`src/rtl/gld_pkg.sv`:
```
`timescale 1ns / 1ps
`default_nettype none
package gld_pkg;
  localparam int unsigned MaxCodeBits = 12;
  localparam int unsigned DictDepth = 4096;

  typedef enum logic [2:0] {
    ST_INDEX = 3'd0, ST_NEED = 3'd1, ST_END = 3'd2, ST_ERR = 3'd3,
    ST_BYTE_OK = 3'd4, ST_BYTE_FULL = 3'd5
  } status_e;

  typedef enum logic [1:0] {
    PH_AWAIT_CLEAR = 2'd0, PH_AWAIT_FIRST = 2'd1, PH_DECODING = 2'd2, PH_ENDED = 2'd3
  } phase_e;

  localparam logic OpPush = 1'b0;

  typedef struct packed {
    logic       opcode;
    logic [7:0] data_byte;
  } in_item_t;

  typedef struct packed {
    logic [7:0] pixel_index;
    logic [2:0] status;
  } out_item_t;

  // datapath commands
  typedef struct packed {
    logic restart;   // full restart
    logic push;      // push byte
    logic take;      // take code from bit buffer, classify
    logic walk;      // one step of prefix walk
    logic pop_req;   // issue stack read
    logic emit;      // present result
    logic [2:0] emit_status;
    logic emit_pix;  // pixel from stack read data
  } cmd_t;

  typedef struct packed {
    logic stack_nonempty;
    logic ended;
    logic buf_full;
    logic have_code;
    logic code_is_clear;
    logic code_is_end;
    logic code_err;    // code error given phase
    logic code_await;  // phase await clear (non-clear non-end = error, phase kept)
    logic walk_done;
  } stat_t;
endpackage
`default_nettype wire

```
`src/rtl/gld_ctrl.sv`:
```
`timescale 1ns / 1ps
`default_nettype none
module gld_ctrl (
  input  wire logic              clk_i,
  input  wire logic              rst_ni,
  input  wire logic              start_i,
  input  wire logic              opcode_i,
  input  wire logic              cfg_wr_i,
  input  wire gld_pkg::stat_t    stat_i,
  output gld_pkg::cmd_t          cmd_o,
  output logic                   busy_o
);
  typedef enum logic [4:0] {
    S_IDLE = 5'b00001, S_DECODE = 5'b00010, S_WALK = 5'b00100,
    S_POP = 5'b01000, S_EMIT = 5'b10000
  } state_e;
  state_e state_q, state_d;

  always_comb begin
    state_d = state_q;
    cmd_o = '0;
    cmd_o.restart = cfg_wr_i;
    unique case (state_q)
      S_IDLE: begin
        if (start_i && !cfg_wr_i) begin
          if (opcode_i == gld_pkg::OpPush) begin
            cmd_o.push = !stat_i.buf_full;
            cmd_o.emit = 1'b1;
            cmd_o.emit_status = stat_i.buf_full ? gld_pkg::ST_BYTE_FULL : gld_pkg::ST_BYTE_OK;
          end else if (stat_i.stack_nonempty) begin
            cmd_o.pop_req = 1'b1; state_d = S_POP;
          end else if (stat_i.ended) begin
            cmd_o.emit = 1'b1; cmd_o.emit_status = gld_pkg::ST_END;
          end else begin
            state_d = S_DECODE;
          end
        end
      end
      S_DECODE: begin
        if (!stat_i.have_code) begin
          cmd_o.emit = 1'b1; cmd_o.emit_status = gld_pkg::ST_NEED; state_d = S_IDLE;
        end else begin
          cmd_o.take = 1'b1;
          if (stat_i.code_is_clear) state_d = S_DECODE;
          else if (stat_i.code_is_end) begin
            cmd_o.emit = 1'b1; cmd_o.emit_status = gld_pkg::ST_END; state_d = S_IDLE;
          end else if (stat_i.code_await || stat_i.code_err) begin
            cmd_o.emit = 1'b1; cmd_o.emit_status = gld_pkg::ST_ERR; state_d = S_IDLE;
          end else state_d = S_WALK;
        end
      end
      S_WALK: begin
        if (stat_i.walk_done) begin
          cmd_o.pop_req = 1'b1; state_d = S_POP;
        end else cmd_o.walk = 1'b1;
      end
      S_POP: state_d = S_EMIT;
      S_EMIT: begin
        cmd_o.emit = 1'b1; cmd_o.emit_pix = 1'b1;
        cmd_o.emit_status = gld_pkg::ST_INDEX; state_d = S_IDLE;
      end
      default: state_d = S_IDLE;
    endcase
  end

  always_ff @(posedge clk_i or negedge rst_ni) begin
    if (!rst_ni) state_q <= S_IDLE;
    else state_q <= state_d;
  end

  assign busy_o = (state_q != S_IDLE);
endmodule
`default_nettype wire

```
`config.mk`:
```
export PLATFORM = sky130hd
export DESIGN_NAME = gld_ctrl
export DESIGN_NICKNAME = d
export VERILOG_FILES = /design/src/rtl/gld_pkg.sv /design/src/rtl/gld_ctrl.sv
export SDC_FILE = /design/constraint.sdc
export NUM_CORES = 1
export LEC_CHECK = 0
export BUFFER_PORTS_ARGS = -buffer_cell sky130_fd_sc_hd__buf_2
export CAP_MARGIN = 10
export CORE_AREA = 2 2 39 41
export DETAILED_ROUTE_END_ITERATION = 16
export DIE_AREA = 0 0 41 43
export HOLD_SLACK_MARGIN = 0.03
export PLACE_DENSITY = 0.7
export SYNTH_ARGS = -nofsm -noshare
export SYNTH_HDL_FRONTEND = slang
export SYNTH_SLANG_ARGS = --single-unit
```
`constraint.sdc`:
```
create_clock -name clk_i -period 1.9 [get_ports clk_i]
set_clock_uncertainty 0.1 [all_clocks]
set_input_delay 0.19 -clock clk_i [delete_from_list [all_inputs] [get_ports clk_i]]
set_output_delay 0.19 -clock clk_i [all_outputs]
set_load 0.02 [all_outputs]
```
; Word-level counts from Yosys, hierarchy flattened
; Cells that the tools add are included.
[totals]
reg_bits = 5
out_inout_bits = 11
elab_cells = 48
[classes]
mux = 32
n_eq_ne = 10
reduce_logical = 5
[ops]
columns = op, n
row1 = two-way mux 5 bit, 9
row2 = two-way mux 4 bit, 7
row3 = case mux 5 bit (4 select lines), 1
row4 = two-way mux 1 bit, 12
row5 = case mux 4 bit (3 select lines), 1
row6 = != test 2 bit (second input constant), 3
row7 = == test 5 x 1 -> 1 bit (second input constant), 1
row8 = == test 5 x 2 -> 1 bit (second input constant), 1
row9 = == test 5 x 3 -> 1 bit (second input constant), 1
row10 = == test 5 x 4 -> 1 bit (second input constant), 1
row11 = == test 5 bit (second input constant), 1
row12 = != test 5 x 1 -> 1 bit (second input constant), 1
row13 = AND reduction 4 bit, 1
row14 = two-way mux 3 bit, 1
row15 = != test 3 bit (second input constant), 1
row16 = logical NOT 1 bit, 2
row17 = case mux 1 bit (2 select lines), 1
row18 = logical AND 1 bit, 1
row19 = logical OR 1 bit, 1

; Logic depth before layout (Yosys ltp)
; Gate-level depths: netlist (run 1).
[logic_depth]
depth_word = 6
mapped_depth = 4
depth_no_buf = 3

; Worst setup path before layout (run 1)
; OpenSTA, ideal clock, no wires.
[synth_timing]
path_kind = register to output
start = reg state_q[0]
end = out cmd_o[1] (netlist name)
t_required_ns = 1.610
slack_ns = -0.387
stages_incl_launch_ff = 5
arrival_ns = 1.997
cell_sequence = dfstp_2 -> or4b_1 -> buf_2 -> nor3_1 -> a22o_1
[synth_rtl]
columns = item, line
row1 = start: declaration, gld_ctrl.sv:17  ; state_e state_q, state_d;
row2 = start signal: assignment, gld_ctrl.sv:68  ; else state_q <= state_d;
row3 = end: declaration, gld_ctrl.sv:10  ; output gld_pkg::cmd_t cmd_o,

==> results of run 1 <==
[Yosys cell counts, drive strengths merged, types with 2 or more instances]
library cell,n,share of area [%]
or3b,2,4.0
nand2b,2,2.9
or4b,2,5.5
nor2,6,5.2
dfrtp,4,23
nor3,2,2.3
buf,2,2.9
and2,2,2.9
nor4,3,4.3
inv,2,1.7
a32o,2,4.6
[cell type report]
| class | instances | area (sq um) |
|---|---|---|
| fill | 115 | 567 |
| multi-input combinational | 39 | 378 |
| timing repair buffer | 36 | 259 |
| sequential | 5 | 126 |
| clock buffer | 4 | 26.3 |
| tap | 16 | 20.0 |
| inverter | 2 | 7.51 |
[worst max-delay path, stage by stage, from the launching register on]
cell and delay [ns]:
dfstp_2 0.53, or4b_4 0.55, buf_6 0.15, nor4_2 0.20
buf_4 0.18
[through the flow]
step           worst slack, ns  utilization (%)
2_1_floorplan           -0.170                -
3_3_place_gp           -0.0856             46.6
3_5_place_dp           -0.0793             46.6
4_1_cts                 -0.224             55.6
5_1_grt                 -0.291             59.0
6_report                -0.252             59.0
[how the worst min path moves through the flow]
stage / endpoint / slack [ns] / cells after the start
floorplan: state_q[1]$_DFFE_PN0P_ / -0.21 / 0
global placement: state_q[3]$_DFFE_PN0P_ / -0.1 / 1
detailed placement: state_q[3]$_DFFE_PN0P_ / -0.09 / 1
CTS: state_q[3]$_DFFE_PN0P_ / 0.15 / 2
global route: state_q[1]$_DFFE_PN0P_ / 0.18 / 3
finish: state_q[3]$_DFFE_PN0P_ / 0.16 / 2
[power by group through the flow]
stage | sequential [mW] | combinational, mW | clock (mW)
2_1_floorplan | 0.150 | 0.200 | 0
3_3_place_gp | 0.144 | 0.318 | 0
3_5_place_dp | 0.146 | 0.322 | 0
4_1_cts | 0.146 | 0.392 | 0.122
5_1_grt | 0.149 | 0.444 | 0.130
6_report | 0.146 | 0.416 | 0.120
[cell families after synthesis]
logic type      Yosys count
flops                     5
simple gates             27
buf+inv                   5
compound gates           11
xor+xnor                  1
[repair_timing]
action	CTS	global route
hold endpoints to repair	5	0
buffers inserted	1	1
hold buffers	1	0
cloned	0	0
resized for setup	22	8
endpoints found under the setup margin	10	11
pin swaps	5	4
[routing by layer]
layer | global-route usage (%) | part of all wire, % | up-vias
met3 | 4.71 | 5.3 | 0
met4 | 4.00 | 0 | 0
met2 | 29.1 | 52 | 21
met1 | 21.2 | 42 | 250
li1 | - | - | 270
met5 | 0 | 0 | -
==> flow_summary_export.csv, run 1 <==
group,metric,value,unit
floorplan,die_w,41,microns
detailed_routing,dr.pass1.iters,4,
setup_path,reg2reg_to,"state_q[0]$_DFFE_PN1P_",
global_routing,overflow,0,
power_and_ir_drop,p_clk_share,17.6,%
logic_synthesis,synthXorXnorAreaFrac,2.01,%
logic_synthesis,synth_compound_area_share,23.9,%
power_and_ir_drop,switchingPower,0.255,mW
floorplan,start_util,31.5,%
power_and_ir_drop,cellPowerDensity,834,nW/um^2
final_layout,drive_gt1_share,65.1,%
logic_synthesis,yosys.area_share.simple,39.7,%
detailed_routing,drc,0,
power_and_ir_drop,power.internal,0.426,mW
clock_tree,cts.sinks,5,
global_routing,grt_max_degree,12,
final_layout,fin_nets,101,
final_layout,largest_register,"state_q",
timing,timing.final.crit_share,113,%
logic_synthesis,synth.distinct_cells,33,
detailed_routing,viasPerCell,5.30,
final_layout,largest_reg_flops,5,
power_and_ir_drop,swShare,37.5,%
timing,slew_headroom,63.6,%
final_layout,layout_commonest_cell,"buf_2",
logic_synthesis,synthAdderAreaFrac,0,%
setup_path,worstSetupPathType,"reg2out",
detailed_routing,vias,541,
clock_tree,cts_made_buffers,3,
detailed_routing,antenna_left,0,
logic_synthesis,yosysSeqAreaShare,29.0,%
global_routing,grt_pass1_wl,2100,microns
placed_design,dp_cells,95,
floorplan,io-pin-count,25,
power_and_ir_drop,ir_drop,673,uV
placed_design,dp_hpwl,956,microns
timing,rsz0062_at_grt,"true",
clock_tree,clock_path_buffers,2,
power_and_ir_drop,p_seq_share,21.4,%
detailed_routing,wl,1300,microns
timing,setup_slack,-0.252,ns
timing,fin_crit,2.15,ns
run,drv_cap,0,
logic_synthesis,synth-seq-cells,5,
setup_path,worst-path-max-fanout,8,
clock_tree,clk_pin_slew,0.04,ns
clock_tree,cts_root_buf,"clkbuf_4",
setup_path,reg2reg_from,"state_q[3]$_DFFE_PN0P_",
global_routing,grt_pass1_vias,496,
logic_synthesis,synth_area,435,sq um
power_and_ir_drop,p_leak,0.390,nW
outcome,violations,"negative setup slack",
detailed_routing,drt_iter0_drc,7,
floorplan,fp.coreArea,1380,sq um
floorplan,rows,14,
timing,fmax,465,MHz
setup_path,crit_arrival,1.86,ns
timing,setup_viol,8,
worst_hold_path,hold_path.startpoint,"stat_i[8]",
timing,holdWs,0.164,ns
logic_synthesis,ys.flop_type,"dfrtp_1",
timing,finalMaxSlewViolations,0,
clock_tree,clk-insertion-delay-late,0.24,ns
floorplan,die_area,1760,sq um
global_routing,grt_antenna_before_repair,0,
final_layout,stdcell_count,102,
logic_synthesis,syn_inst,49,
logic_synthesis,muxShareOfSynthArea,0,%
logic_synthesis,synth_top_family_by_area,"simple AND/OR/NAND/NOR gates",
final_layout,antenna_cells,0,
setup_path,crit_required,1.61,ns
placed_design,io_buffer_count,24,
setup_path,start_kind,"flip-flop",
timing,tns,-1.21,ns
detailed_routing,wl_per_cell,12.7,microns
timing,tightest_slew,0.541,ns
setup_path,endpoint,"cmd_o[8]",
power_and_ir_drop,pwr-share-comb,61.0,%
clock_tree,htreeDepth,1,
logic_synthesis,synth_edf_count,0,
final_layout,final_cell_mix,"16 x buf_2, 12 x buf_4, 7 x buf_6",
final_layout,syn_to_final_growth,87.6,%
placed_design,gp_congestion,0.862,
setup_path,rr_worst_depth,5,
setup_path,r2r_slack,0,ns
worst_hold_path,hold_path.class,"in2reg",
floorplan,die_h,43,microns
outcome,outcome,"finished, violations left",
clock_tree,cts_tree,"built",
setup_path,cp-end-kind,"output pin",
logic_synthesis,synthArstFlopShare,100,%
placed_design,place_area,644,sq um
global_routing,track_usage,17.4,%
power_and_ir_drop,finalPower,0.681,mW
final_layout,largestRegisters,"state_q (5)",
logic_synthesis,yosysWarnings,0,
timing,hold_violations,0,
setup_path,critPathLaunch,"state_q[0]$_DFFE_PN1P_",
logic_synthesis,synth_fp_nets,63,
final_layout,fin_area,817,sq um
logic_synthesis,syn_area_per_cell,8.89,sq um
Power figures use the tool's default switching activity.
==> run 2, diff against run 1 <==
--- a/config.mk
+++ b/config.mk
@@ -11,7 +11,7 @@
 export DETAILED_ROUTE_END_ITERATION = 16
 export DIE_AREA = 0 0 41 43
 export HOLD_SLACK_MARGIN = 0.03
-export PLACE_DENSITY = 0.7
+export PLACE_DENSITY_LB_ADDON = 0.08
 export SYNTH_ARGS = -nofsm -noshare
 export SYNTH_HDL_FRONTEND = slang
 export SYNTH_SLANG_ARGS = --single-unit
==> run 2 against run 1 <==
Compared with the run above:
- the run still ends with negative setup slack left
- wire length shrank 4.1%
- clock power about the same
- critical path depth did not move
- fmax increased by 2.4%
- cell count up 4.9%
- register-to-register slack got worse by 0.13 ns
- largest power group unchanged
- power up 5.3%
- design area decreased by 0.61%
==> flow_summary_export.csv, run 2 (synthesized netlist as in run 1, its figures left out) <==
group,metric,value,unit
placed_design,dp_hpwl,997,microns
setup_path,r2r_slack,-0.13,ns
setup_path,slowest_delay,0.53,ns
floorplan,start_util,31.5,%
clock_tree,cts_tree,"built",
global_routing,grt_antenna_before_repair,0,
clock_tree,cts_root_buf,"clkbuf_4",
clock_tree,clk_pin_slew,0.04,ns
final_layout,fin_nets,106,
global_routing,track_usage,15.9,%
timing,fmax,476,MHz
power_and_ir_drop,cellPowerDensity,883,nW/um^2
floorplan,rows,14,
setup_path,crit_cells,4,
detailed_routing,vias,547,
clock_tree,clk-insertion-delay-late,0.24,ns
final_layout,n_fill_cell,131,
power_and_ir_drop,p_leak,0.403,nW
setup_path,worstSetupPathType,"reg2out",
setup_path,start_kind,"flip-flop",
placed_design,gp_congestion,0.727,
detailed_routing,wl_per_cell,11.6,microns
timing,timing.final.crit_share,111,%
power_and_ir_drop,finalPower,0.717,mW
setup_path,endpoint,"cmd_o[8]",
setup_path,crit_arrival,1.81,ns
timing,slew_headroom,69.8,%
timing,fin_crit,2.10,ns
detailed_routing,drt_iter0_drc,3,
setup_path,reg2reg_to,"state_q[0]$_DFFE_PN1P_",
run,drv_cap,0,
final_layout,drive_gt1_share,65.9,%
setup_path,reg2reg_from,"state_q[0]$_DFFE_PN1P_",
floorplan,die_area,1760,sq um
final_layout,layout_commonest_cell,"buf_2",
placed_design,dp_cells,98,
timing,hold_violations,0,
placed_design,io_buffer_count,24,
timing,rsz0062_at_grt,"true",
final_layout,stdcell_count,107,
clock_tree,htreeDepth,1,
global_routing,grt_max_degree,12,
outcome,violations,"negative setup slack",
placed_design,place_area,667,sq um
worst_hold_path,hold_path.startpoint,"stat_i[0]",
timing,setup_slack,-0.202,ns
final_layout,fin_area,812,sq um
detailed_routing,dr.pass1.iters,2,
setup_path,worst-path-max-fanout,6,
floorplan,fp.coreArea,1380,sq um
timing,tns,-1.46,ns
setup_path,rr_worst_depth,5,
final_layout,syn_to_final_growth,86.5,%
setup_path,worstPathCellList,"or4b_4, buf_4, nor4_4, buf_4",
timing,tightest_slew,0.449,ns
clock_tree,cts_made_buffers,3,
outcome,outcome,"finished, violations left",
final_layout,final_cell_mix,"20 x buf_2, 17 x buf_4, 4 x nor2_1, 4 x dfrtp_1",
setup_path,cp-end-kind,"output pin",
final_layout,largestRegisters,"state_q (5)",
timing,finalMaxSlewViolations,0,
final_layout,post-route-util,58.7,%
global_routing,grt_pass1_vias,492,
setup_path,critPathLaunch,"state_q[0]$_DFFE_PN1P_",
detailed_routing,drc,0,
setup_path,cp_slowest_cell,"dfstp_2",
detailed_routing,viasPerCell,5.11,
setup_path,cp_common_cell,"buf_4",
clock_tree,cts.sinks,5,
final_layout,antenna_cells,0,
floorplan,io-pin-count,25,
setup_path,crit_required,1.61,ns
timing,setup_viol,10,
detailed_routing,wl,1240,microns
setup_path,cp_top_family,"simple AND/OR/NAND/NOR gates",
detailed_routing,antenna_left,0,
power_and_ir_drop,ir_drop,506,uV
final_layout,largest_reg_flops,5,
floorplan,die_h,43,microns
clock_tree,clock_path_buffers,2,
floorplan,die_w,41,microns
setup_path,path_buf_inv,2,
final_layout,largest_register,"state_q",
worst_hold_path,hold_path.class,"in2reg",
global_routing,overflow,0,
global_routing,grt_pass1_wl,1880,microns
[run 2: worst min-delay path by stage]
stage | slack [ns] | endpoint | cells past startpoint
after global placement | -0.09 | state_q[3]$_DFFE_PN0P_ | 1
after global routing | 0.14 | state_q[3]$_DFFE_PN0P_ | 2
after floorplan | -0.21 | state_q[1]$_DFFE_PN0P_ | 0
final | 0.14 | state_q[3]$_DFFE_PN0P_ | 2
after CTS | 0.13 | state_q[3]$_DFFE_PN0P_ | 2
after detailed placement | -0.09 | state_q[3]$_DFFE_PN0P_ | 1
[run 2: timing repair]
action                     CTS  global route
setup endpoints to repair    9            10
hold endpoints to repair     5             0
hold buffers                 1             0
buffers inserted             2             2
pin swaps                    4             0
resized for setup           15             4
[run 2: final cells by class]
class	instances	area, sq um	share of cell area [%]
multi-input cells	39	360	44.4
flip-flops and latches	5	126	15.6
well taps	16	20.0	2.47
repair buffers	41	272	33.4
clock buffers	4	26.3	3.24
inverters	2	7.51	0.924
[run 2: through the flow]
step | hold slack, ns | setup slack, ns
floorplan | -0.206 | -0.170
global placement | -0.0939 | -0.0525
detailed placement | -0.0943 | -0.0968
CTS | 0.129 | -0.229
global route | 0.140 | -0.281
finish | 0.144 | -0.202
[run 2: worst reg2reg max path, stage by stage, from the launching register on]
cell	delay [ns]
dfstp_2	0.53
or4b_4	0.52
buf_4	0.17
buf_4	0.13
o311a_1	0.09
or4_1	0.42
[run 2: metal layers]
layer  vias up  part of all wire, %  global-route usage, %
met4         0                    0                   10.0
met3         0                  5.7                   3.14
met2        14                   53                   25.6
met5         -                    0                      0
li1        276                    -                      -
met1       257                   41                   18.0
[run 2: power by group]
| group | total, mW | switching, mW | leakage, nW | internal [mW] |
|---|---|---|---|---|
| Sequential | 0.145 | 0.0127 | 0.0657 | 0.132 |
| Clock | 0.118 | 0.0389 | 0.0150 | 0.0791 |
| Combinational | 0.454 | 0.201 | 0.322 | 0.253 |
